$ cat src/rtl/core/lpmac_pkg.sv
// Package: payload types, AES tables and helpers for the length-prefixed CBC-MAC.
`default_nettype none
package lpmac_pkg;

  localparam int unsigned BlockBytes = 16;
  localparam int unsigned AesRounds  = 10;
  localparam int unsigned QDepth     = 4;
  localparam int unsigned QPtrW      = 2;

  typedef enum logic {
    OP_START = 1'b0,
    OP_DATA  = 1'b1
  } opcode_e;

  localparam logic [1:0] REG_KEY_HIGH = 2'd0;
  localparam logic [1:0] REG_KEY_LOW  = 2'd1;

  typedef struct packed {
    logic        opcode;
    logic [15:0] message_length;
    logic [7:0]  data_byte;
  } in_item_t;

  typedef struct packed {
    logic [63:0] mac_high;
    logic [63:0] mac_low;
  } out_item_t;

  // Classified command passed from front to back.
  typedef struct packed {
    logic        start;      // load length block and encrypt
    logic        empty_msg;  // start with zero length: emit after encrypt
    logic [15:0] length;
    logic [7:0]  data;
    logic [3:0]  pos;        // byte position in chaining block
    logic        encrypt;    // encrypt after this byte
    logic        emit;       // emit MAC after encrypt
  } cmd_t;

  function automatic logic [7:0] sbox(input logic [7:0] x);
    logic [7:0] t [256];
    t = '{
      8'h63,8'h7c,8'h77,8'h7b,8'hf2,8'h6b,8'h6f,8'hc5,8'h30,8'h01,8'h67,8'h2b,8'hfe,8'hd7,8'hab,8'h76,
      8'hca,8'h82,8'hc9,8'h7d,8'hfa,8'h59,8'h47,8'hf0,8'had,8'hd4,8'ha2,8'haf,8'h9c,8'ha4,8'h72,8'hc0,
      8'hb7,8'hfd,8'h93,8'h26,8'h36,8'h3f,8'hf7,8'hcc,8'h34,8'ha5,8'he5,8'hf1,8'h71,8'hd8,8'h31,8'h15,
      8'h04,8'hc7,8'h23,8'hc3,8'h18,8'h96,8'h05,8'h9a,8'h07,8'h12,8'h80,8'he2,8'heb,8'h27,8'hb2,8'h75,
      8'h09,8'h83,8'h2c,8'h1a,8'h1b,8'h6e,8'h5a,8'ha0,8'h52,8'h3b,8'hd6,8'hb3,8'h29,8'he3,8'h2f,8'h84,
      8'h53,8'hd1,8'h00,8'hed,8'h20,8'hfc,8'hb1,8'h5b,8'h6a,8'hcb,8'hbe,8'h39,8'h4a,8'h4c,8'h58,8'hcf,
      8'hd0,8'hef,8'haa,8'hfb,8'h43,8'h4d,8'h33,8'h85,8'h45,8'hf9,8'h02,8'h7f,8'h50,8'h3c,8'h9f,8'ha8,
      8'h51,8'ha3,8'h40,8'h8f,8'h92,8'h9d,8'h38,8'hf5,8'hbc,8'hb6,8'hda,8'h21,8'h10,8'hff,8'hf3,8'hd2,
      8'hcd,8'h0c,8'h13,8'hec,8'h5f,8'h97,8'h44,8'h17,8'hc4,8'ha7,8'h7e,8'h3d,8'h64,8'h5d,8'h19,8'h73,
      8'h60,8'h81,8'h4f,8'hdc,8'h22,8'h2a,8'h90,8'h88,8'h46,8'hee,8'hb8,8'h14,8'hde,8'h5e,8'h0b,8'hdb,
      8'he0,8'h32,8'h3a,8'h0a,8'h49,8'h06,8'h24,8'h5c,8'hc2,8'hd3,8'hac,8'h62,8'h91,8'h95,8'he4,8'h79,
      8'he7,8'hc8,8'h37,8'h6d,8'h8d,8'hd5,8'h4e,8'ha9,8'h6c,8'h56,8'hf4,8'hea,8'h65,8'h7a,8'hae,8'h08,
      8'hba,8'h78,8'h25,8'h2e,8'h1c,8'ha6,8'hb4,8'hc6,8'he8,8'hdd,8'h74,8'h1f,8'h4b,8'hbd,8'h8b,8'h8a,
      8'h70,8'h3e,8'hb5,8'h66,8'h48,8'h03,8'hf6,8'h0e,8'h61,8'h35,8'h57,8'hb9,8'h86,8'hc1,8'h1d,8'h9e,
      8'he1,8'hf8,8'h98,8'h11,8'h69,8'hd9,8'h8e,8'h94,8'h9b,8'h1e,8'h87,8'he9,8'hce,8'h55,8'h28,8'hdf,
      8'h8c,8'ha1,8'h89,8'h0d,8'hbf,8'he6,8'h42,8'h68,8'h41,8'h99,8'h2d,8'h0f,8'hb0,8'h54,8'hbb,8'h16
    };
    return t[x];
  endfunction

  function automatic logic [7:0] xt(input logic [7:0] x);
    return {x[6:0], 1'b0} ^ (x[7] ? 8'h1b : 8'h00);
  endfunction

  // Byte i of a 128-bit block sits at bits 127-8i .. 120-8i.
  function automatic logic [7:0] blk_byte(input logic [127:0] b, input int i);
    return b[127-8*i -: 8];
  endfunction

  // One round: SubBytes, ShiftRows, optional MixColumns, AddRoundKey.
  function automatic logic [127:0] aes_round(input logic [127:0] s, input logic [127:0] rk,
                                             input logic mix);
    logic [7:0] t [16];
    logic [7:0] x0, x1, x2, x3, all;
    logic [127:0] r;
    for (int c = 0; c < 4; c++)
      for (int i = 0; i < 4; i++)
        t[c*4+i] = sbox(blk_byte(s, ((c + i) % 4) * 4 + i));
    if (mix) begin
      for (int c = 0; c < 4; c++) begin
        x0 = t[c*4]; x1 = t[c*4+1]; x2 = t[c*4+2]; x3 = t[c*4+3];
        all = x0 ^ x1 ^ x2 ^ x3;
        t[c*4]   = x0 ^ all ^ xt(x0 ^ x1);
        t[c*4+1] = x1 ^ all ^ xt(x1 ^ x2);
        t[c*4+2] = x2 ^ all ^ xt(x2 ^ x3);
        t[c*4+3] = x3 ^ all ^ xt(x3 ^ x0);
      end
    end
    for (int i = 0; i < 16; i++) r[127-8*i -: 8] = t[i];
    return r ^ rk;
  endfunction

  // Next round key from the current one.
  function automatic logic [127:0] key_expand(input logic [127:0] k, input logic [7:0] rc);
    logic [31:0] w0, w1, w2, w3, g;
    w0 = k[127:96]; w1 = k[95:64]; w2 = k[63:32]; w3 = k[31:0];
    g = {sbox(w3[23:16]) ^ rc, sbox(w3[15:8]), sbox(w3[7:0]), sbox(w3[31:24])};
    w0 = w0 ^ g;
    w1 = w1 ^ w0;
    w2 = w2 ^ w1;
    w3 = w3 ^ w2;
    return {w0, w1, w2, w3};
  endfunction

endpackage
`default_nettype wire

$ cat src/rtl/core/lpmac_queue.sv
// Short command queue between front end and back end.
`default_nettype none
module lpmac_queue import lpmac_pkg::*; (
  input  wire logic clk_i,
  input  wire logic rst_ni,
  input  wire cmd_t wr_data_i,
  input  wire logic wr_valid_i,
  output logic      wr_ready_o,
  output cmd_t      rd_data_o,
  output logic      rd_valid_o,
  input  wire logic rd_ready_i
);

  cmd_t mem_q [QDepth];
  logic [QPtrW-1:0] wp_q, rp_q;
  logic [QPtrW:0]   cnt_q;
  logic wr, rd;

  assign wr_ready_o = (cnt_q != 3'(QDepth));
  assign rd_valid_o = (cnt_q != '0);
  assign wr = wr_valid_i && wr_ready_o;
  assign rd = rd_valid_o && rd_ready_i;
  assign rd_data_o = mem_q[rp_q];

  always_ff @(posedge clk_i) begin
    if (wr) mem_q[wp_q] <= wr_data_i;
  end

  always_ff @(posedge clk_i or negedge rst_ni) begin
    if (!rst_ni) begin
      wp_q <= '0;
      rp_q <= '0;
      cnt_q <= '0;
    end else begin
      if (wr) wp_q <= wp_q + 1'b1;
      if (rd) rp_q <= rp_q + 1'b1;
      cnt_q <= cnt_q + {2'b0, wr} - {2'b0, rd};
    end
  end

  assert property (@(posedge clk_i) disable iff (!rst_ni)
    cnt_q <= 3'(QDepth)) else $error("queue count overflow");
  assert property (@(posedge clk_i) disable iff (!rst_ni)
    wr && !rd |=> cnt_q == $past(cnt_q) + 3'd1) else $error("count not advanced");
  assert property (@(posedge clk_i) disable iff (!rst_ni)
    cnt_q == '0 |-> wp_q == rp_q) else $error("pointers diverged on empty");

endmodule
`default_nettype wire

$ cat config.mk
export PLATFORM = sky130hd
export DESIGN_NAME = lpmac_queue
export DESIGN_NICKNAME = d
export VERILOG_FILES = /design/src/rtl/core/lpmac_pkg.sv /design/src/rtl/core/lpmac_queue.sv
export SDC_FILE = /design/constraint.sdc
export NUM_CORES = 1
export LEC_CHECK = 0
export BUFFER_PORTS_ARGS = -buffer_cell sky130_fd_sc_hd__buf_4
export CAP_MARGIN = 25
export CORE_MARGIN = 4
export CORE_UTILIZATION = 40
export CTS_CLUSTER_DIAMETER = 40
export DETAILED_ROUTE_END_ITERATION = 6
export PLACE_DENSITY_LB_ADDON = 0.05
export SYNTH_ARGS = -nofsm -noshare
export SYNTH_HDL_FRONTEND = slang
export SYNTH_SLANG_ARGS = --single-unit
$ cat constraint.sdc
create_clock -name clk_i -period 6.2 [get_ports clk_i]
set_input_delay 0.62 -clock clk_i [delete_from_list [all_inputs] [get_ports clk_i]]
set_output_delay 0.62 -clock clk_i [all_outputs]
set_load 0.05 [all_outputs]
# [Word-level counts from Yosys, hierarchy flattened]
# Memories as Yosys holds them, arrays and structs flattened.
# Cells that the tools add are included.
[word_totals] in_bits=36 ff_bits=7 memories=1 mem_bits_rw=128
[mem_list] memory="mem_q" depth=4 word_bits=32 read_ports=1 rd_ports_with_merged_regs=0 wr=1 line="lpmac_queue.sv:14" text="cmd_t mem_q [QDepth];"
[op_classes] add_sub_neg=4 muxes=2 n_eq_ne=1 reduce_logical=3
[ops] op="$add 2x1->2 const B" n=2
[ops] op="$add 3x1->3" n=1
[ops] op="$ne 3x3->1 const B" n=1
[ops] op="$reduce_bool 3->1" n=1
[ops] op="$sub 3x1->3" n=1
[ops] op="$logic_and 1x1->1" n=2
[ops] op="$mux 1" n=2

# [Longest topological paths before layout]
# Gate-level depths: netlist (run 1).
[logic_depth] ltp_word=4 depth_mapped=9 mapped_depth_nobuf=9

# [Worst setup path after synthesis (run 1)]
# OpenSTA, ideal clock, no wires.
[synth_timing] path_type="register to register" from="reg cnt_q[1]" to="reg cnt_q[2]" arrival_ps=1970 period_less_slack_ps=2099 path_stages_with_launch=10 path_slack_ps=4101 required_ps=6071 path_cell_list="dfrtp_1 nor3b_2 nand2b_1 ha_1 inv_1 ha_1 inv_1 fa_1 xnor2_1 xnor2_1"
[synth_via] elab_chain_cells=4
[synth_rtl] element="from (decl)" line="lpmac_queue.sv:16" text="logic [QPtrW:0] cnt_q;"
[synth_rtl] element="from (signal assigned)" line="lpmac_queue.sv:37" text="cnt_q <= cnt_q + {2'b0, wr} - {2'b0, rd};"
[synth_rtl] element="$ne 3x3->1" line="lpmac_queue.sv:19" text="assign wr_ready_o = (cnt_q != 3'(QDepth));"
[synth_rtl] element="$logic_and 1x1->1" line="lpmac_queue.sv:21" text="assign wr = wr_valid_i && wr_ready_o;"
[synth_rtl] element="$add 3x1->3" line="lpmac_queue.sv:37"
[synth_rtl] element="$sub 3x1->3 *" line="lpmac_queue.sv:37"
# Every way passes the cells marked *; elsewhere a longest branch is shown, timed or not.
# A chain may end at the register's enable or synchronous reset.

==> results.json, run 1 <==
{
  "start_kind": "register",
  "rr_startpoint": "cnt_q[1]$_DFF_PN0_",
  "gp_congestion": 0.6560,
  "syn-instance-count": 209,
  "clkLatencyLatePin_ns": 0.40,
  "synth_nets": 252,
  "synthToLayoutAreaGrowth_pct": 22.15,
  "grt_pass1_vias": 2458,
  "relSlewSlack_pct": 38.87,
  "finalSetupTns_ns": 0,
  "fin_nets": 333,
  "ys_warn_count": 0,
  "grt_pass1_wl_mm": 13.88,
  "max_freq_mhz": 344.1,
  "clock_skew_ns": 0.005590,
  "crit_slowest_cell": "dfrtp_2",
  "path_class": "reg2out",
  "track_usage_pct": 13.00,
  "core_area_um2": 12620,
  "ctsLongestPathBuffers": 2,
  "leakage_nw": 2.184,
  "hpwl_mm": 5.092,
  "viasPerCell": 4.837,
  "cts_hold_buf": 0,
  "start_util_pct": 40.69,
  "cpMostUsedCell": "buf_4",
  "cp.arrival_ns": 2.29,
  "slowest_delay_ns": 0.60,
  "drt-total-wl_mm": 8.732,
  "crit_chain": "buf_4 -> mux4_2 -> buf_4",
  "p_per_area_nw_per_um2": 550.9,
  "final_antenna_net_count": 0,
  "whs_ns": 0.02058,
  "ys_seq_area_share_pct": 78.27,
  "syn_area_um2": 5135,
  "crit_required_ns": 5.58,
  "antenna_cells": 0,
  "fp.dieW_um": 121.3,
  "drc": 0,
  "rows": 41,
  "cts_buffers": 17,
  "maxCapViolCount": 0,
  "hold_path.class": "in2async",
  "vias": 2288,
  "peakVddDrop_v": 0.0002606,
  "async_reset_ff_share_pct": 5.185,
  "layout_common_cells": "edfxtp_1 (128), buf_4 (70), mux4_2 (28)",
  "cts_sinks": 135,
  "hold_violations": 0,
  "layout_commonest_cell": "edfxtp_1",
  "regArea_um2": 4021,
  "die_area_um2": 14710,
  "drtIter0Drc": 135,
  "die_h_um": 121.3,
  "min_period_ns": 2.906,
  "synth-seq-cells": 135,
  "maxSlewViolCount": 0,
  "worstSetupEndpointType": "primary output",
  "path_clk_slew_ns": 0.05,
  "synthFlopType": "edfxtp_1",
  "antenna_found_initial": 0,
  "status": "completed",
  "cts-root-buf": "clkbuf_16",
  "layout_worst_path_cycle_share_pct": 46.87,
  "drt_pass1_iterations": 4,
  "grt_max_degree": 34,
  "cts_tree": "done",
  "cts-resized-gates": 0,
  "worst_pin_slew_ns": 0.9170,
  "setup_viol_count_final": 0,
  "wl_per_cell_um": 18.46,
  "grt_setup_unrepaired": "no",
  "ys_types": 22,
  "cts_setup_buffers": 0,
  "num-fill-cells": 1073,
  "synth_edf_count": 128,
  "worstSetupStartpoint": "rp_q[0]$_DFFE_PN0P_",
  "boundaryPins": 70,
  "syn_avg_cell_area_um2": 24.57,
  "drive_gt1_share_pct": 41.86,
  "portBuffers": 69,
  "multiInputGateArea_um2": 1008,
  "htree_levels": 4,
  "grt.overflow.total": 0,
  "critPathMaxFanout": 22
}
-- flip-flops by register name (all words and copies together) (netlist names) --
name,cells
rp_q,2
mem_q,128
wp_q,2
cnt_q,3
-- final timing paths --
| check | to | slack [ns] | cells past startpoint |
|---|---|---|---|
| setup / recovery | rd_data_o[12] | 3.29 | 3 |
| hold / removal | cnt_q[0]$_DFF_PN0_ | 0.02 | 1 |
| setup reg to reg | cnt_q[2]$_DFF_PN0_ | 3.90 | 9 |
| hold reg to reg | wp_q[1]$_DFFE_PN0P_ | 0.60 | 2 |
| max in group asynchronous | rp_q[1]$_DFFE_PN0P_ | 6.04 | 1 |
| min in group clk_i | mem_q[0][26]$_DFFE_PP_ | 0.42 | 1 |
-- metal layers --
metal | GRT usage [%] | vias to the layer above | wire length [µm]
met5 | 0 | - | 0
met2 | 20.97 | 56 | 4495
met3 | 4.429 | 10 | 447
met4 | 6.303 | 0 | 133
met1 | 15.68 | 1178 | 3656
li1 | - | 1044 | -
-- worst max-delay path, delay by kind of cell, from the launching register on --
family                 cells  cell delay (ns)
DFF                        1             0.60
buffers and inverters      2             0.68
muxes                      1             0.58
-- per-stage QoR --
stage               setup slack [ns]  cells  power (mW)  area, µm²  utilization (%)
global placement               3.634    443       2.687       5793            45.91
floorplan                      4.101    209       2.339       5135                -
finish                         3.294    473       3.455       6272            49.70
global route                   3.122    473       3.621       6272            49.70
detailed placement             3.622    443       2.691       5793            45.91
CTS                            3.185    473       3.514       6272            49.70
-- layout make-up --
type | count | share of cell area, %
sequential | 135 | 64.11
timing repair buffer | 70 | 8.378
tap | 172 | 3.431
clock inverter | 8 | 0.5585
multi-input combinational | 60 | 16.08
inverter | 6 | 0.3591
clock buffer | 22 | 7.082
-- power by group --
group          switching (mW)  total, mW  leakage [nW]  internal [mW]
combinational           0.824       1.29         0.694          0.471
clock                   0.326      0.822         0.237          0.496
sequential              0.126       1.34          1.25           1.21
-- kinds of logic (layout without fill, tap and decap cells) --
logic type	after synthesis	count (layout)	share of synthesized area (%)
xor+xnor	4	4	0.6824
flops	135	135	78.27
simple gates	13	13	2.047
buf+inv	14	106	2.193
compound gates	4	4	0.6335
mux	32	32	14.33
fa+ha+maj	7	7	1.852
-- cell usage after synthesis, drive strengths merged, types with 2 or more instances --
| cell | count | area (µm²) |
|---|---|---|
| inv | 6 | 22.52 |
| dfrtp | 7 | 175.2 |
| o211ai | 2 | 15.01 |
| mux4 | 32 | 735.7 |
| ha | 6 | 75.07 |
| xnor2 | 3 | 26.28 |
| nand4bb | 2 | 22.52 |
| edfxtp | 128 | 3844 |
| nand2b | 4 | 25.02 |
| buf | 7 | 86.33 |
| and3b | 4 | 35.03 |
Power figures use the tool's default switching activity.
==> inputs of run 2 (changes only) <==
- clock period: 6.2 -> 2.4 ns (I/O delays scaled with it)
==> results.json, run 2 (same netlist as run 1, synthesis figures left out) <==
{
  "largest_reg_flops": 128,
  "grt_max_degree": 33,
  "layout_common_cells": "edfxtp_1 (128), buf_4 (73), mux4_2 (28)",
  "start_kind": "register",
  "ctsLongestPathBuffers": 2,
  "die_h_um": 121.3,
  "grt_setup_unrepaired": "no",
  "switchingPower_mw": 3.377,
  "cts_setup_buffers": 0,
  "peakVddDrop_v": 0.0005652,
  "relSlewSlack_pct": 40.48,
  "status": "completed",
  "grt_pass1_vias": 2497,
  "htree_levels": 4,
  "min_period_ns": 2.213,
  "p_per_area_nw_per_um2": 1476,
  "maxSlewViolCount": 0,
  "fin_nets": 339,
  "clkLatencyLatePin_ns": 0.41,
  "maxCapViolCount": 0,
  "start_util_pct": 40.69,
  "clockPowerShare_pct": 27.3,
  "path_clk_slew_ns": 0.05,
  "worstSetupEndpointType": "primary output",
  "rows": 41,
  "leakage_nw": 2.276,
  "final_antenna_net_count": 0,
  "layout_commonest_cell": "edfxtp_1",
  "reg.largest.list": "mem_q x128, cnt_q x3",
  "hold_path.class": "in2reg",
  "gp_congestion": 0.7289,
  "portBuffers": 69,
  "drc": 0,
  "num-fill-cells": 1049,
  "max_freq_mhz": 451.8,
  "cp.arrival_ns": 1.97,
  "antenna_found_initial": 0,
  "fp.dieW_um": 121.3,
  "swShare_pct": 35.41,
  "antenna_cells": 0,
  "seq_power_share_pct": 34.9,
  "viasPerCell": 4.808,
  "hold_violations": 0,
  "drt_pass1_iterations": 4,
  "worst_pin_slew_ns": 0.8928,
  "setup_viol_count_final": 0,
  "grt.overflow.total": 0,
  "track_usage_pct": 13.09,
  "top_register": "mem_q",
  "drt-total-wl_mm": 8.968,
  "crit_required_ns": 2.16,
  "grt_pass1_wl_mm": 13.83,
  "clock_skew_ns": 0.006436,
  "drtIter0Drc": 126,
  "hpwl_mm": 5.275,
  "path_class": "reg2out",
  "wl_per_cell_um": 18.68,
  "cts_buffers": 17,
  "boundaryPins": 70,
  "cts-root-buf": "clkbuf_16",
  "vias": 2308,
  "cts_sinks": 135,
  "cts_tree": "done",
  "synthToLayoutAreaGrowth_pct": 25.88,
  "core_area_um2": 12620,
  "total_power_mw": 9.538,
  "intPower_mw": 6.161,
  "die_area_um2": 14710,
  "drive_gt1_share_pct": 44.16,
  "p_comb_share_pct": 37.8,
  "layout_worst_path_cycle_share_pct": 92.22,
  "critPathMaxFanout": 20,
  "finalSetupTns_ns": 0
}
## run 2: area by class of cell
class / instances / area (µm²) / area share [%]
clock buffer: 19 / 432.9 / 6.698
sequential: 135 / 4021 / 62.21
tap: 172 / 215.2 / 3.329
multi-input combinational: 60 / 1015 / 15.70
timing repair buffer: 76 / 598.1 / 9.253
inverter: 6 / 22.52 / 0.3484
clock inverter: 12 / 158.9 / 2.458
## run 2: power groups by stage
| stage | registers, mW | logic, mW | clock network (mW) |
|---|---|---|---|
| after floorplan | 3.28 | 2.76 | 0 |
| after global placement | 3.37 | 3.68 | 0 |
| after detailed placement | 3.38 | 3.69 | 0 |
| after CTS | 3.34 | 3.70 | 2.65 |
| after global routing | 3.38 | 3.83 | 2.77 |
| final | 3.33 | 3.61 | 2.60 |
## run 2: metal layers
metal	vias up	wire length [µm]	track usage, %
met1	1187	3769	15.75
met4	0	150	6.092
met5	-	0	0
met3	11	427	4.895
met2	58	4621	20.97
li1	1052	-	-
## run 2: timing repair
item,4_1_cts,5_1_grt
setup endpoints to repair,0,1
hold buffers,1,0
gates resized for setup,0,1
hold endpoints to repair,7,0
## run 2: path summary, 6_finish.rpt
check,start,depth (start not counted),endpoint,slack (ns)
min in group asynchronous,rst_ni,2,wp_q[1]$_DFFE_PN0P_,0.18
worst max register to register,cnt_q[1]$_DFF_PN0_,9,cnt_q[2]$_DFF_PN0_,0.26
worst min-delay path,wr_data_i[21],1,mem_q[3][21]$_DFFE_PP_,0.03
max in group asynchronous,rst_ni,2,rp_q[0]$_DFFE_PN0P_,2.08
worst min register to register,rp_q[1]$_DFFE_PN0P_,1,rp_q[1]$_DFFE_PN0P_,0.58
worst max-delay path,rp_q[0]$_DFFE_PN0P_,3,rd_data_o[14],0.19
## run 2: per-stage QoR
stage | std cells | utilization, % | hold slack [ns] | area, µm² | worst slack [ns]
after global placement | 448 | 46.40 | 0.05948 | 5856 | 0.2234
after detailed placement | 448 | 46.40 | 0.06288 | 5856 | 0.1649
final | 480 | 51.22 | 0.02980 | 6464 | 0.1868
after floorplan | 209 | - | -0.05559 | 5135 | 0.3011
after global routing | 480 | 51.22 | 0.01437 | 6464 | 0.05282
after CTS | 480 | 51.17 | 0.004437 | 6457 | 0.1259
## run 2: critical path, stage by stage (launching register included)
cell and delay, ns:
dfrtp_2 0.53, buf_12 0.25, mux4_2 0.56, buf_4 0.21
