`src/rtl/core/lpmac_pkg.sv`:
```
// Package: payload types, AES tables and helpers for the length-prefixed CBC-MAC.
`default_nettype none
package lpmac_pkg;

  localparam int unsigned BlockBytes = 16;
  localparam int unsigned AesRounds  = 10;
  localparam int unsigned QDepth     = 4;
  localparam int unsigned QPtrW      = 2;

  typedef enum logic {
    OP_START = 1'b0,
    OP_DATA  = 1'b1
  } opcode_e;

  localparam logic [1:0] REG_KEY_HIGH = 2'd0;
  localparam logic [1:0] REG_KEY_LOW  = 2'd1;

  typedef struct packed {
    logic        opcode;
    logic [15:0] message_length;
    logic [7:0]  data_byte;
  } in_item_t;

  typedef struct packed {
    logic [63:0] mac_high;
    logic [63:0] mac_low;
  } out_item_t;

  // Classified command passed from front to back.
  typedef struct packed {
    logic        start;      // load length block and encrypt
    logic        empty_msg;  // start with zero length: emit after encrypt
    logic [15:0] length;
    logic [7:0]  data;
    logic [3:0]  pos;        // byte position in chaining block
    logic        encrypt;    // encrypt after this byte
    logic        emit;       // emit MAC after encrypt
  } cmd_t;

  function automatic logic [7:0] sbox(input logic [7:0] x);
    logic [7:0] t [256];
    t = '{
      8'h63,8'h7c,8'h77,8'h7b,8'hf2,8'h6b,8'h6f,8'hc5,8'h30,8'h01,8'h67,8'h2b,8'hfe,8'hd7,8'hab,8'h76,
      8'hca,8'h82,8'hc9,8'h7d,8'hfa,8'h59,8'h47,8'hf0,8'had,8'hd4,8'ha2,8'haf,8'h9c,8'ha4,8'h72,8'hc0,
      8'hb7,8'hfd,8'h93,8'h26,8'h36,8'h3f,8'hf7,8'hcc,8'h34,8'ha5,8'he5,8'hf1,8'h71,8'hd8,8'h31,8'h15,
      8'h04,8'hc7,8'h23,8'hc3,8'h18,8'h96,8'h05,8'h9a,8'h07,8'h12,8'h80,8'he2,8'heb,8'h27,8'hb2,8'h75,
      8'h09,8'h83,8'h2c,8'h1a,8'h1b,8'h6e,8'h5a,8'ha0,8'h52,8'h3b,8'hd6,8'hb3,8'h29,8'he3,8'h2f,8'h84,
      8'h53,8'hd1,8'h00,8'hed,8'h20,8'hfc,8'hb1,8'h5b,8'h6a,8'hcb,8'hbe,8'h39,8'h4a,8'h4c,8'h58,8'hcf,
      8'hd0,8'hef,8'haa,8'hfb,8'h43,8'h4d,8'h33,8'h85,8'h45,8'hf9,8'h02,8'h7f,8'h50,8'h3c,8'h9f,8'ha8,
      8'h51,8'ha3,8'h40,8'h8f,8'h92,8'h9d,8'h38,8'hf5,8'hbc,8'hb6,8'hda,8'h21,8'h10,8'hff,8'hf3,8'hd2,
      8'hcd,8'h0c,8'h13,8'hec,8'h5f,8'h97,8'h44,8'h17,8'hc4,8'ha7,8'h7e,8'h3d,8'h64,8'h5d,8'h19,8'h73,
      8'h60,8'h81,8'h4f,8'hdc,8'h22,8'h2a,8'h90,8'h88,8'h46,8'hee,8'hb8,8'h14,8'hde,8'h5e,8'h0b,8'hdb,
      8'he0,8'h32,8'h3a,8'h0a,8'h49,8'h06,8'h24,8'h5c,8'hc2,8'hd3,8'hac,8'h62,8'h91,8'h95,8'he4,8'h79,
      8'he7,8'hc8,8'h37,8'h6d,8'h8d,8'hd5,8'h4e,8'ha9,8'h6c,8'h56,8'hf4,8'hea,8'h65,8'h7a,8'hae,8'h08,
      8'hba,8'h78,8'h25,8'h2e,8'h1c,8'ha6,8'hb4,8'hc6,8'he8,8'hdd,8'h74,8'h1f,8'h4b,8'hbd,8'h8b,8'h8a,
      8'h70,8'h3e,8'hb5,8'h66,8'h48,8'h03,8'hf6,8'h0e,8'h61,8'h35,8'h57,8'hb9,8'h86,8'hc1,8'h1d,8'h9e,
      8'he1,8'hf8,8'h98,8'h11,8'h69,8'hd9,8'h8e,8'h94,8'h9b,8'h1e,8'h87,8'he9,8'hce,8'h55,8'h28,8'hdf,
      8'h8c,8'ha1,8'h89,8'h0d,8'hbf,8'he6,8'h42,8'h68,8'h41,8'h99,8'h2d,8'h0f,8'hb0,8'h54,8'hbb,8'h16
    };
    return t[x];
  endfunction

  function automatic logic [7:0] xt(input logic [7:0] x);
    return {x[6:0], 1'b0} ^ (x[7] ? 8'h1b : 8'h00);
  endfunction

  // Byte i of a 128-bit block sits at bits 127-8i .. 120-8i.
  function automatic logic [7:0] blk_byte(input logic [127:0] b, input int i);
    return b[127-8*i -: 8];
  endfunction

  // One round: SubBytes, ShiftRows, optional MixColumns, AddRoundKey.
  function automatic logic [127:0] aes_round(input logic [127:0] s, input logic [127:0] rk,
                                             input logic mix);
    logic [7:0] t [16];
    logic [7:0] x0, x1, x2, x3, all;
    logic [127:0] r;
    for (int c = 0; c < 4; c++)
      for (int i = 0; i < 4; i++)
        t[c*4+i] = sbox(blk_byte(s, ((c + i) % 4) * 4 + i));
    if (mix) begin
      for (int c = 0; c < 4; c++) begin
        x0 = t[c*4]; x1 = t[c*4+1]; x2 = t[c*4+2]; x3 = t[c*4+3];
        all = x0 ^ x1 ^ x2 ^ x3;
        t[c*4]   = x0 ^ all ^ xt(x0 ^ x1);
        t[c*4+1] = x1 ^ all ^ xt(x1 ^ x2);
        t[c*4+2] = x2 ^ all ^ xt(x2 ^ x3);
        t[c*4+3] = x3 ^ all ^ xt(x3 ^ x0);
      end
    end
    for (int i = 0; i < 16; i++) r[127-8*i -: 8] = t[i];
    return r ^ rk;
  endfunction

  // Next round key from the current one.
  function automatic logic [127:0] key_expand(input logic [127:0] k, input logic [7:0] rc);
    logic [31:0] w0, w1, w2, w3, g;
    w0 = k[127:96]; w1 = k[95:64]; w2 = k[63:32]; w3 = k[31:0];
    g = {sbox(w3[23:16]) ^ rc, sbox(w3[15:8]), sbox(w3[7:0]), sbox(w3[31:24])};
    w0 = w0 ^ g;
    w1 = w1 ^ w0;
    w2 = w2 ^ w1;
    w3 = w3 ^ w2;
    return {w0, w1, w2, w3};
  endfunction

endpackage
`default_nettype wire

```
`src/rtl/core/lpmac_front.sv`:
```
// Front end: tracks message length and position, classifies words into commands.
`default_nettype none
module lpmac_front import lpmac_pkg::*; (
  input  wire logic     clk_i,
  input  wire logic     rst_ni,
  input  wire in_item_t in_data_i,
  input  wire logic     in_valid_i,
  output logic          in_ready_o,
  output cmd_t          cmd_o,
  output logic          cmd_valid_o,
  input  wire logic     cmd_ready_i
);

  logic [15:0] left_q, left_d;
  logic [3:0]  pos_q, pos_d;
  logic        open_q, open_d;
  logic        acc;
  logic [15:0] left_m1;

  assign in_ready_o = cmd_ready_i;
  assign acc = in_valid_i && in_ready_o;
  assign left_m1 = left_q - 16'd1;

  always_comb begin
    cmd_o = '0;
    cmd_o.length = in_data_i.message_length;
    cmd_o.data = in_data_i.data_byte;
    cmd_o.pos = pos_q;
    cmd_valid_o = 1'b0;
    left_d = left_q;
    pos_d = pos_q;
    open_d = open_q;
    if (in_valid_i) begin
      if (in_data_i.opcode == OP_START) begin
        cmd_valid_o = 1'b1;
        cmd_o.start = 1'b1;
        cmd_o.empty_msg = (in_data_i.message_length == 16'd0);
        left_d = in_data_i.message_length;
        pos_d = 4'd0;
        open_d = (in_data_i.message_length != 16'd0);
      end else if (open_q) begin
        // drop bytes outside a message
        cmd_valid_o = 1'b1;
        cmd_o.encrypt = (pos_q == 4'(BlockBytes - 1)) || (left_m1 == 16'd0);
        cmd_o.emit = (left_m1 == 16'd0);
        left_d = left_m1;
        pos_d = cmd_o.encrypt ? 4'd0 : pos_q + 4'd1;
        open_d = (left_m1 != 16'd0);
      end
    end
  end

  always_ff @(posedge clk_i or negedge rst_ni) begin
    if (!rst_ni) begin
      left_q <= '0;
      pos_q <= '0;
      open_q <= 1'b0;
    end else if (acc) begin
      left_q <= left_d;
      pos_q <= pos_d;
      open_q <= open_d;
    end
  end

  assert property (@(posedge clk_i) disable iff (!rst_ni)
    open_q |-> left_q != 16'd0) else $error("open message with no bytes left");
  assert property (@(posedge clk_i) disable iff (!rst_ni)
    cmd_valid_o && cmd_o.emit |-> cmd_o.encrypt) else $error("emit without encrypt");
  assert property (@(posedge clk_i) disable iff (!rst_ni)
    !open_q |-> pos_q == 4'd0) else $error("position not cleared");

endmodule
`default_nettype wire

```
`config.mk`:
```
export PLATFORM = sky130hd
export DESIGN_NAME = lpmac_front
export DESIGN_NICKNAME = d
export VERILOG_FILES = /design/src/rtl/core/lpmac_pkg.sv /design/src/rtl/core/lpmac_front.sv
export SDC_FILE = /design/constraint.sdc
export NUM_CORES = 1
export LEC_CHECK = 0
export BUFFER_PORTS_ARGS = -buffer_cell sky130_fd_sc_hd__clkbuf_2
export CORE_UTILIZATION = 51
export DETAILED_ROUTE_END_ITERATION = 10
export GPL_TIMING_DRIVEN = 0
export PLACE_DENSITY = 0.86
export SYNTH_ARGS = -nofsm -noshare
export SYNTH_HDL_FRONTEND = slang
export SYNTH_SLANG_ARGS = --single-unit
export TNS_END_PERCENT = 100
```
`constraint.sdc`:
```
create_clock -name clk_i -period 2.9 [get_ports clk_i]
set_input_delay 0 -clock clk_i [delete_from_list [all_inputs] [get_ports clk_i]]
set_output_delay 0 -clock clk_i [all_outputs]
set_load 0.01 [all_outputs]
```
### Word level (Yosys, flattened, before mapping)

Cells that the tools add are included.

| word-level totals | value |
|---|---|
| register bits after elaboration | 21 |
| output and inout port bits | 34 |

| cells by class | value |
|---|---|
| add/sub/neg operators | 2 |
| equality and inequality tests | 2 |
| muxes and demuxes | 15 |
| reductions and logical operators | 8 |

Operators with widths:

| cell | count |
|---|---|
| zero test 16 bit | 2 |
| two-way mux 16 bit | 2 |
| nonzero test 16 bit | 2 |
| subtractor 16 x 1 -> 16 bit, second input constant | 1 |
| two-way mux 4 bit | 3 |
| two-way mux 2 bit | 5 |
| two-way mux 1 bit | 5 |
| adder 4 x 1 -> 4 bit, second input constant | 1 |
| equality test 4 bit, second input constant | 1 |
| AND reduction 3 bit | 1 |
| != test 2 x 1 -> 1 bit, second input constant | 1 |
| AND reduction 2 bit | 1 |
| logical AND 1 bit | 1 |
| logical OR 1 bit | 1 |

### Longest topological paths before layout

Gate-level depths: netlist (run 1).

| logic depth | value |
|---|---|
| depth after elaboration | 6 |
| mapped depth | 8 |
| mapped depth without buffers | 8 |

### Least setup slack after synthesis (run 1)

OpenSTA, ideal clock, no wires.

| timing path | value |
|---|---|
| kind | register to register |
| from | register left_q[0] |
| to | register open_q |
| arrival time | 1926 ps |
| data required time | 2773 ps |
| path slack | 847 ps |
| cell stages (with the launch flop) | 9 |
| path buffers | 0 |
| cell sequence | dfrtp_1 > inv_1 > ha_1 > nor4b_4 > a2111o_1 > a32oi_2 > nand4_2 > a21boi_1 > o22ai_1 |

| on the way | value |
|---|---|
| longest elaborated chain between the ends | 4 |

Ends and longest elaborated chain:

| item | line | RTL |
|---|---|---|
| start: declaration | lpmac_front.sv:14 | `logic [15:0] left_q, left_d;` |
| start signal: assignment | lpmac_front.sv:59 | `left_q <= left_d;` |
| subtractor 16 x 1 -> 16 bit | lpmac_front.sv:22 | `assign left_m1 = left_q - 16'd1;` |
| nonzero test 16 bit | lpmac_front.sv:48 | `open_d = (left_m1 != 16'd0);` |
| two-way mux 1 bit | lpmac_front.sv:41 | `end else if (open_q) begin` |
| two-way mux 1 bit | lpmac_front.sv:34 | `if (in_data_i.opcode == OP_START) begin` |
| end signal: assignment | lpmac_front.sv:61 | `open_q <= open_d;` |
| end: declaration | lpmac_front.sv:16 | `logic open_q, open_d;` |

Every way passes these cells.
A chain may end at the register's enable or synchronous reset.

==> results of run 1 <==
==> path summary, 6_finish.rpt <==
path | end
worst max-delay path | cmd_o[1]
worst min-delay path | left_q[6]
worst max register to register | open_q
worst min register to register | pos_q[3]
max in group asynchronous | left_q[10]
min in group asynchronous | left_q[6]
==> synth_stat cells, types with 3 or more instances <==
cell	number	area share [%]
and2_1	3	1.0
nor4_1	5	1.7
a21oi_1	21	5.7
nand3_1	12	3.2
nand4_1	5	1.7
ha_1	3	2.0
o22ai_1	10	3.4
a2bb2oi_1	3	1.4
or3_1	4	1.4
o21ai_0	13	3.5
mux2i_1	4	2.2
clkbuf_1	8	1.6
nor2b_1	4	1.4
nor3_1	6	1.6
nor2_1	10	2.0
buf_4	26	11
nand2_1	24	4.9
dfrtp_1	21	28
inv_1	10	2.0
==> layer usage <==
metal	track usage (%)	up-vias
met5	0	-
li1	-	938
met4	6.10	0
met3	2.21	8
met2	44.1	103
met1	34.1	876
==> cell type report <==
type                            instances  area, um2  share of cell area (%)
Tap cell                               46       57.6                    2.53
Multi-Input combinational cell        157        986                    43.4
Sequential cell                        21        526                    23.1
Buffer                                 39        299                    13.2
Clock buffer                            3       22.5                   0.991
Timing Repair Buffer                   61        340                    15.0
Clock inverter                          1       5.00                   0.220
Inverter                               10       37.5                    1.65
==> registers in the layout, summed over array words and instances (netlist names) <==
| register | cells |
|---|---|
| open_q | 1 |
| left_q | 16 |
| pos_q | 4 |
==> per-stage QoR <==
stage | area [um2] | utilization (%)
finish | 2270 | 66.6
global route | 2270 | 66.6
CTS | 2270 | 66.6
detailed placement | 2180 | 63.7
global placement | 2180 | 63.7
floorplan | 1850 | -
==> power groups by stage <==
stage | sequential [W] | combinational, W | clock (W)
final | 0.000424 | 0.000463 | 0.000154
after global routing | 0.000432 | 0.000513 | 0.000170
after global placement | 0.000423 | 0.000437 | 0
after CTS | 0.000421 | 0.000458 | 0.000157
after floorplan | 0.000413 | 0.000341 | 0
after detailed placement | 0.000427 | 0.000449 | 0
==> critical path: cells and delay by family (launching register included) <==
| family | cells | cell delay, ns |
|---|---|---|
| AOI/OAI and AO/OA | 3 | 0.66 |
| and+or+nand+nor | 2 | 0.63 |
| DFF | 1 | 0.50 |
| adders and majority gates | 1 | 0.26 |
| buffers and inverters | 2 | 0.24 |
==> what timing repair did <==
item | in CTS | in global routing
endpoints found under the hold margin | 27 | 0
setup endpoints to repair | 0 | 0
hold buffers | 7 | 0
==> cell families after synthesis <==
logic type | synth area share [%]
DFF | 28.4
buffers and inverters | 18.2
adders and majority gates | 2.03
AOI/OAI and AO/OA | 20.0
xor gates and xnor gates | 1.42
muxes | 2.17
and+or+nand+nor | 27.8
==> reports/qor.yml, run 1 <==
clock_tree:
  cts_buffer_depth: 2
  cts.sinks: 21
  cts_made_buffers: 3
  h-tree-depth: 1
  clock_latency_ns: 0.33
  clk_pin_slew_ns: 0.13
  cts-resized-gates: 0
  postCtsSetupRepairBufs: 0
  root_buffer: "clkbuf_4"
  cts_tree: "done"
routing:
  route.met3.wl_um: 425
  dr.pass1.iters: 5
  viasPerCell: 5.70
  drt_iter0_drc: 160
  wl_met1_um: 1990
  highest_layer: "met4"
  drc: 0
  wl_per_cell_um: 13.9
  drtAntennaViolNets: 0
  dr_wl_met2_um: 2230
  vias: 1925
  drt_wl_total_um: 4690
die:
  core-area_mm2: 0.00342
  die_x_um: 62.2
  die-area_mm2: 0.00387
  rows: 21
  start_util_pct: 54.1
  die_h_um: 62.2
  num_io_pins: 63
setup_path:
  crit_fanout: 7
  critical_path_arrival_ns: 2.63
  crit_path_max_incr_delay_ns: 0.50
  cp-start-kind: "flop"
  cp.required_ns: 2.90
  worstSetupPathType: "flop to primary output"
  r2r_slack_ns: 0.54
  cp_cell_sequence: "inv_1 -> ha_1 -> nor4b_4 -> a22oi_1 -> a32oi_2 -> nand4_2 -> a21oi_1 -> clkbuf_2"
  rr_worst_depth: 8
  worstSetupEndpointType: "primary output"
  cp-startpoint: "left_q[0]"
  regToRegStartpoint: "left_q[0]"
  cp_slowest_cell: "dfrtp_1"
timing:
  max-slew-margin-rel_pct: 63.2
  rsz0062_at_grt: "false"
  fin_skew_ns: 0.00932
  setup_viol: 0
  fin_ws_ns: 0.269
  whs_ns: 0.0107
  finalCritPeriodShare_pct: 90.7
  tightest_slew_ns: 0.552
  max_freq_ghz: 0.380
  fin_tns_setup_ns: 0
  final-hold-violation-count: 0
  period_needed_ns: 2.63
  drv_slew: 0
layout:
  stdcell_count: 338
  syn2layout_area_growth_pct: 23.0
  layout_common_cells: "clkbuf_2, buf_4, nand2_1"
  fillerInstances: 303
  n_antenna_cell: 0
  nets: 325
  drive_gt1_share_pct: 34.2
  final_common_cell: "clkbuf_2"
yosys:
  synthDistinctLibCells: 46
  yosysSeqAreaShare_pct: 28.4
  syn-instance-count: 227
  syn_area_per_cell_um2: 8.14
  synth_flop_cell: "dfrtp_1"
  synth-edff-count: 0
  synth_area_mm2: 0.00185
  ys_warn_count: 0
  async_flop_share_pct: 100
  synth_seq_cells: 21
  synthesis.nets: 259
place:
  dp_slack_ns: 0.597
  port_buffers: 54
  hpwl_um: 3440
  dpl.cell_count: 327
  globalplace.congestion: 0.896
global_routing:
  grt_max_degree: 22
  grt.total_usage_pct: 25.4
  grt_pass1_vias: 1734
  grt_pass1_wl_um: 7910
  antenna_found_initial: 0
  grt_overflow_total: 0
run_status:
  status: "complete, no violations"
power_and_ir_drop:
  internal_power_w: 0.000617
  switching_power_w: 0.000424
  p_total_w: 0.00104
  power_density_mw_per_mm2: 458
  seqPwrFrac_pct: 40.7
  pwr-share-clk_pct: 14.8
  sw_frac_of_total_pct: 40.7
  combPwrFrac_pct: 44.5
  irDropWorstVdd_uv: 226
  p_leak_nw: 1.04
min_path:
  min_from: "in_data_i[14]"
  hold_class: "primary input to flop"
  hold_depth: 3
run:
  cap_violations: 0
Power figures use the tool's default switching activity.
==> run 2, diff against run 1 <==
--- a/config.mk
+++ b/config.mk
@@ -5,11 +5,13 @@
 export SDC_FILE = /design/constraint.sdc
 export NUM_CORES = 1
 export LEC_CHECK = 0
+export ABC_AREA = 1
 export BUFFER_PORTS_ARGS = -buffer_cell sky130_fd_sc_hd__clkbuf_2
-export CORE_UTILIZATION = 51
+export CORE_UTILIZATION = 50
 export DETAILED_ROUTE_END_ITERATION = 10
 export GPL_TIMING_DRIVEN = 0
-export PLACE_DENSITY = 0.86
+export PLACE_DENSITY = 0.85
+export SETUP_SLACK_MARGIN = 0.4
 export SYNTH_ARGS = -nofsm -noshare
 export SYNTH_HDL_FRONTEND = slang
 export SYNTH_SLANG_ARGS = --single-unit
==> reports/qor.yml, run 2 <==
timing:
  setup_viol: 0  # unchanged
  finalCritPeriodShare_pct: 78.4  # -12 points
  whs_ns: 0.0102  # -0.000495 ns
  final-hold-violation-count: 0  # unchanged
  max-slew-margin-rel_pct: 62.6  # -0.58 points
  tightest_slew_ns: 0.561  # +0.00876 ns
  period_needed_ns: 2.27  # -0.357 ns
  max_freq_ghz: 0.440  # +16%
  fin_tns_setup_ns: 0  # unchanged
  drv_slew: 0  # unchanged
  fin_skew_ns: 0.00356  # -0.00576 ns
  rsz0062_at_grt: "false"
  fin_ws_ns: 0.626  # +0.357 ns
yosys:
  synth_top_area_cell: "dfrtp_1"
  synth_flop_cell: "dfrtp_1"
  synth_most_common_cell: "nand2_1"
  netlist_top_cells_area: "dfrtp_1, nand2_1, buf_4"
  synthDistinctLibCells: 27  # -41%
  syn_area_per_cell_um2: 6.78  # -17%
  ys_warn_count: 0  # unchanged
  async_flop_share_pct: 100  # unchanged
  synth_seq_cells: 21  # unchanged
  synth_area_mm2: 0.00177  # -4.3%
  syn-instance-count: 261  # +15%
  synth-edff-count: 0  # unchanged
  synth_top_area_share_pct: 29.7  # +1.3 points
  synthesis.nets: 293  # +13%
  yosys-top-cells-count: "nand2_1, nor2_1, inv_1"
  yosysSeqAreaShare_pct: 29.7  # +1.3 points
setup_path:
  cp-start-kind: "flop"
  crit_end: "cmd_o[1]"
  cp_common_cell: "nand3_1"
  cp-startpoint: "left_q[0]"
  worstSetupPathType: "flop to primary output"
  r2r_slack_ns: 0.96  # +0.42 ns
  r2r_end: "pos_q[3]"
  crit_path_max_incr_delay_ns: 0.44  # -0.06 ns
  crit_fanout: 5  # -2
  worstSetupEndpointType: "primary output"
  critical_path_arrival_ns: 2.27  # -0.36 ns
  rr_worst_depth: 11  # +3
  cp_cell_sequence: "inv_1 -> ha_1 -> nand2_2 -> nor2_4 -> nand3_1 -> nand2_1 -> nand3_1 -> nor2_1 -> nand3_2 -> a21oi_1 -> clkbuf_2"
  cp_slowest_cell: "dfrtp_1"
  cp.required_ns: 2.90  # about the same
  regToRegStartpoint: "left_q[0]"
power_and_ir_drop:
  power_density_mw_per_mm2: 479  # +4.6%
  p_leak_nw: 1.13  # +8.1%
  irDropWorstVdd_uv: 272  # +20%
routing:
  drtAntennaViolNets: 0  # unchanged
  drt_wl_total_um: 4440  # -5.4%
  viasPerCell: 5.12  # -10%
  dr.pass1.iters: 4  # -1
  vias: 1898  # -1.4%
  wl_per_cell_um: 12.0  # -14%
  drt_iter0_drc: 64  # -60%
  drc: 0  # unchanged
layout:
  final_common_cell: "nand2_1"
  n_antenna_cell: 0  # unchanged
  stdcell_count: 371  # +9.8%
  nets: 358  # +10%
  largestRegisters: "left_q: 16 flops, pos_q: 4 flops, open_q: 1 flops"
  layout_common_cells: "nand2_1, clkbuf_2, nor2_1"
  syn2layout_area_growth_pct: 23.4
  registers.top_by_ff_count: "left_q"
  largest_reg_flops: 16  # unchanged
  drive_gt1_share_pct: 32.3  # -1.9 points
  fillerInstances: 328  # +8.3%
place:
  dpl.cell_count: 361  # +10%
  hpwl_um: 3450  # +0.29%
  port_buffers: 54  # unchanged
  dp_slack_ns: 0.991  # +0.394 ns
  globalplace.congestion: 0.897  # +0.13%
clock_tree:
  postCtsSetupRepairBufs: 0  # unchanged
  clk_pin_slew_ns: 0.13  # about the same
  cts.sinks: 21  # unchanged
  root_buffer: "clkbuf_4"
  cts_tree: "done"
  cts-resized-gates: 0  # unchanged
  cts_buffer_depth: 2  # unchanged
  clock_latency_ns: 0.31  # -0.02 ns
  h-tree-depth: 1  # unchanged
  cts_made_buffers: 3  # unchanged
min_path:
  hold_depth: 3  # unchanged
  min_from: "in_data_i[10]"
  hold_class: "primary input to flop"
die:
  rows: 21  # unchanged
  die-area_mm2: 0.00378  # -2.3%
  die_h_um: 61.5  # -1.1%
  start_util_pct: 52.6  # -1.5 points
  num_io_pins: 63  # unchanged
  core-area_mm2: 0.00336  # -1.5%
  die_x_um: 61.5  # -1.1%
global_routing:
  grt.total_usage_pct: 25.9  # +0.48 points
  grt_pass1_wl_um: 7440  # -5.9%
  grt_overflow_total: 0  # unchanged
  grt_max_degree: 22  # unchanged
  antenna_found_initial: 0  # unchanged
  grt_pass1_vias: 1720  # -0.81%
run_status:
  status: "complete, no violations"
run:
  cap_violations: 0  # unchanged
==> run 2: cell count changes after synthesis, sizes merged, moves of 4 or more <==
cell    delta
nand2     +35
nor2      +35
inv       +20
a21oi     -16
o21ai     +13
clkbuf     -7
nand4      -5
or3        -5
mux2i      -4
nor2b      -4
nor3       -4
==> run 2: per-layer routing <==
| layer | vias to the layer above | routed length (um) | global-route usage, % |
|---|---|---|---|
| met1 | 874 | 1920 | 34.3 |
| met3 | 2 | 264 | 2.52 |
| li1 | 952 | - | - |
| met2 | 70 | 2230 | 46.1 |
| met5 | - | 0 | 0 |
| met4 | 0 | 21 | 4.76 |
==> run 2: what timing repair did <==
action | CTS | global route
setup endpoints to repair | 0 | 0
hold buffers | 6 | 0
hold endpoints to repair | 26 | 0
==> run 2: cells by family after synthesis <==
kind of cell | share of synthesized area, %
DFF | 29.7
buffers and inverters | 18.5
and+or+nand+nor | 32.9
adders and majority gates | 2.12
xor gates and xnor gates | 1.49
AOI/OAI and AO/OA | 15.3
==> run 2: how the worst min path moves through the flow <==
stage	to	slack (ns)
final	left_q[2]	0.01
after global routing	open_q	0.03
after CTS	left_q[2]	0.01
after detailed placement	left_q[8]	0.01
after global placement	left_q[7]	0.003
after floorplan	left_q[0]	-0.30
==> run 2: critical path, delay by kind of cell (launching register included) <==
kind | cells | cell delay [ns]
AO/OA/AOI/OAI | 1 | 0.15
buffers and inverters | 2 | 0.29
AND/OR/NAND/NOR | 7 | 0.84
flip-flops | 1 | 0.44
adder cells (fa/ha/maj) | 1 | 0.23
==> run 2: power breakdown <==
group	leakage [nW]	switching (W)	total, W	internal, W
combinational	0.850	0.000292	0.000475	0.000183
sequential	0.261	0.0000625	0.000415	0.000352
clock	0.0150	0.000102	0.000156	0.0000536
==> run 2: area by class of cell <==
| type | count | area (um2) | area share (%) |
|---|---|---|---|
| Buffer | 31 | 214 | 9.80 |
| Clock buffer | 4 | 26.3 | 1.20 |
| Inverter | 30 | 113 | 5.16 |
| Multi-Input combinational cell | 179 | 917 | 42.0 |
| Sequential cell | 21 | 526 | 24.1 |
| Tap cell | 46 | 57.6 | 2.64 |
| Timing Repair Buffer | 60 | 330 | 15.1 |
==> run 2: through the flow <==
stage | total power (W) | utilization, % | cell area (um2)
global route | 0.00114 | 64.9 | 2180
finish | 0.00105 | 64.9 | 2180
detailed placement | 0.000885 | 62.4 | 2100
global placement | 0.000870 | 62.4 | 2100
CTS | 0.00104 | 64.9 | 2180
floorplan | 0.000755 | - | 1770
==> run 3, diff against run 2 <==
--- a/config.mk
+++ b/config.mk
@@ -5,12 +5,12 @@
 export SDC_FILE = /design/constraint.sdc
 export NUM_CORES = 1
 export LEC_CHECK = 0
-export ABC_AREA = 1
+export ABC_AREA = 0
 export BUFFER_PORTS_ARGS = -buffer_cell sky130_fd_sc_hd__clkbuf_2
-export CORE_UTILIZATION = 50
+export CORE_UTILIZATION = 51
 export DETAILED_ROUTE_END_ITERATION = 10
 export GPL_TIMING_DRIVEN = 0
-export PLACE_DENSITY = 0.85
+export PLACE_DENSITY = 0.86
 export SETUP_SLACK_MARGIN = 0.4
 export SYNTH_ARGS = -nofsm -noshare
 export SYNTH_HDL_FRONTEND = slang
==> constraint.sdc (replaced) <==
create_clock -name clk_i -period 2.1 [get_ports clk_i]
set_input_delay 0 -clock clk_i [delete_from_list [all_inputs] [get_ports clk_i]]
set_output_delay 0 -clock clk_i [all_outputs]
set_load 0.01 [all_outputs]
==> reports/qor.yml, run 3 (same netlist as run 1, synthesis figures left out) <==
clock_tree:
  cts_buffer_depth: 2  # unchanged
  root_buffer: "clkbuf_4"
  h-tree-depth: 1  # unchanged
  clock_latency_ns: 0.32  # about the same
  clk_pin_slew_ns: 0.14  # about the same
  cts_made_buffers: 3  # unchanged
  cts.sinks: 21  # unchanged
  cts_tree: "done"
place:
  globalplace.congestion: 0.917  # +2.2%
  hpwl_um: 3510  # +1.5%
  port_buffers: 54  # unchanged
layout:
  largestRegisters: "left_q: 16 flops, pos_q: 4 flops, open_q: 1 flops"
  syn2layout_area_growth_pct: 47.2
  largest_reg_flops: 16  # unchanged
  fillerInstances: 209  # -36%
  drive_gt1_share_pct: 51.9  # +20 points
  layout.area.seq_um2: 528  # +0.48%
  n_antenna_cell: 0  # unchanged
  multiInputGateArea_mm2: 0.00122  # +33%
  layout_common_cells: "clkbuf_2, buf_4, nand2_1, dfrtp_1, a21oi_1"
  nets: 349  # -2.5%
  final_common_cell: "clkbuf_2"
  registers.top_by_ff_count: "left_q"
die:
  die_x_um: 62.2  # +1.2%
  die-area_mm2: 0.00387  # +2.3%
  die_h_um: 62.2  # +1.2%
  core-area_mm2: 0.00342  # +1.6%
  rows: 21  # unchanged
  start_util_pct: 54.1  # +1.5 points
  num_io_pins: 63  # unchanged
run_status:
  status: "complete, but fails checks"
  violations: "negative setup slack"
global_routing:
  grt_pass1_wl_um: 8510  # +14%
  grt_pass1_vias: 1802  # +4.8%
  grt_max_degree: 22  # unchanged
  antenna_found_initial: 0  # unchanged
  grt_overflow_total: 0  # unchanged
  grt.total_usage_pct: 27.6  # +1.7 points
routing:
  drt_iter0_drc: 255  # +300%
  highest_layer: "met4"
  route.met3.wl_um: 625  # +140%
  dr_wl_met2_um: 2930  # +31%
  dr.pass1.iters: 5  # +1
  wl_per_cell_um: 16.9  # +42%
  drt_wl_total_um: 6130  # +38%
  drtAntennaViolNets: 0  # unchanged
  vias: 2155  # +14%
  drc: 0  # unchanged
  viasPerCell: 5.95  # +16%
  wl_met1_um: 2370  # +23%
power_and_ir_drop:
  pwr-share-clk_pct: 12.1  # -2.8 points
  switching_power_w: 0.000739  # +62%
  power_density_mw_per_mm2: 650  # +36%
  combPwrFrac_pct: 53.6  # +8.2 points
  irDropWorstVdd_uv: 457  # +68%
  p_total_w: 0.00177  # +69%
  internal_power_w: 0.00103  # +75%
  sw_frac_of_total_pct: 41.8  # -1.9 points
  p_leak_nw: 1.21  # +7.2%
  seqPwrFrac_pct: 34.3  # -5.4 points
timing:
  setup_viol: 10  # +10
  fin_skew_ns: 0.0147  # +0.0112 ns
  finalCritPeriodShare_pct: 116
  final-hold-violation-count: 0  # unchanged
  tightest_slew_ns: 0.590  # +0.0291 ns
  rsz0062_at_grt: "true"
  max-slew-margin-rel_pct: 60.7  # -1.9 points
  max_freq_ghz: 0.410
  fin_ws_ns: -0.341  # -0.966 ns
  drv_slew: 0  # unchanged
  period_needed_ns: 2.44
  whs_ns: 0.00547  # -0.00470 ns
setup_path:
  cp-start-kind: "flop"
  worstSetupEndpointType: "primary output"
  cp_slowest_cell: "dfrtp_2"
  critical_path_arrival_ns: 2.44  # +0.17 ns
  regToRegStartpoint: "left_q[0]"
  crit_end: "cmd_o[1]"
  r2r_end: "pos_q[3]"
  worstSetupPathType: "flop to primary output"
  cp.required_ns: 2.10  # -0.80 ns
  r2r_slack_ns: -0.21  # -1.17 ns
  rr_worst_depth: 11  # unchanged
  cp-startpoint: "left_q[0]"
  crit_fanout: 5  # unchanged
  crit_path_max_incr_delay_ns: 0.48  # +0.04 ns
  cp_cell_sequence: "inv_2 -> ha_4 -> nor4b_4 -> nand4_1 -> a32oi_2 -> buf_4 -> nand4_4 -> a21oi_2 -> buf_2"
min_path:
  min_from: "in_data_i[11]"
  hold_class: "primary input to flop"
run:
  cap_violations: 0  # unchanged
run 3: routing by layer:
metal / vias to the layer above / global-route usage [%]
li1: 977 / -
met5: - / 0
met2: 159 / 46.6
met3: 25 / 3.31
met4: 0 / 11.6
met1: 994 / 35.5
run 3: critical path: cells and delay by family (launching register included):
kind | cells | cell delay (ns)
buffers and inverters | 3 | 0.41
flip-flops | 1 | 0.48
adder cells (fa/ha/maj) | 1 | 0.17
AND/OR/NAND/NOR | 3 | 0.63
AO/OA/AOI/OAI | 2 | 0.43
run 3: how the worst min path moves through the flow:
stage                            to  slack, ns  cells past startpoint
after floorplan           left_q[0]      -0.30                      0
after global placement    left_q[1]       0.01                      1
after detailed placement  left_q[1]       0.02                      1
after CTS                 left_q[3]      0.004                      3
after global routing      left_q[5]       0.03                      3
final                     left_q[3]      0.005                      3
run 3: timing repair:
| item | 4_1_cts | 5_1_grt |
|---|---|---|
| hold buffers | 6 | 0 |
| pin swaps | 16 | 24 |
| buffers inserted | 16 | 9 |
| hold endpoints to repair | 26 | 0 |
| resized for setup | 17 | 42 |
| endpoints found under the setup margin | 16 | 18 |
run 3: final cells by class:
type | instances | area share, %
timing repair buffer | 85 | 19.9
tap | 46 | 2.12
buffer | 39 | 11.4
sequential | 21 | 19.4
clock buffer | 4 | 0.966
inverter | 10 | 1.38
multi-input combinational | 157 | 44.8
run 3: per-stage QoR:
step / cells / setup slack [ns] / instance area [um2] / setup TNS [ns] / utilization (%)
6_report: 362 / -0.341 / 2720 / -1.79 / 79.6
2_1_floorplan: 227 / 0.180 / 1870 / 0 / -
3_3_place_gp: 327 / 0.00144 / 2200 / 0 / 64.3
5_1_grt: 362 / -0.402 / 2720 / -2.37 / 79.6
3_5_place_dp: 327 / -0.0419 / 2200 / -0.167 / 64.3
4_1_cts: 353 / -0.158 / 2470 / -0.280 / 72.4
run 3: power groups by stage:
stage / sequential [W] / combinational (W) / clock, W
global route: 0.000617 / 0.00101 / 0.000237
finish: 0.000607 / 0.000947 / 0.000214
floorplan: 0.000574 / 0.000487 / 0
detailed placement: 0.000594 / 0.000644 / 0
global placement: 0.000589 / 0.000623 / 0
CTS: 0.000583 / 0.000765 / 0.000213
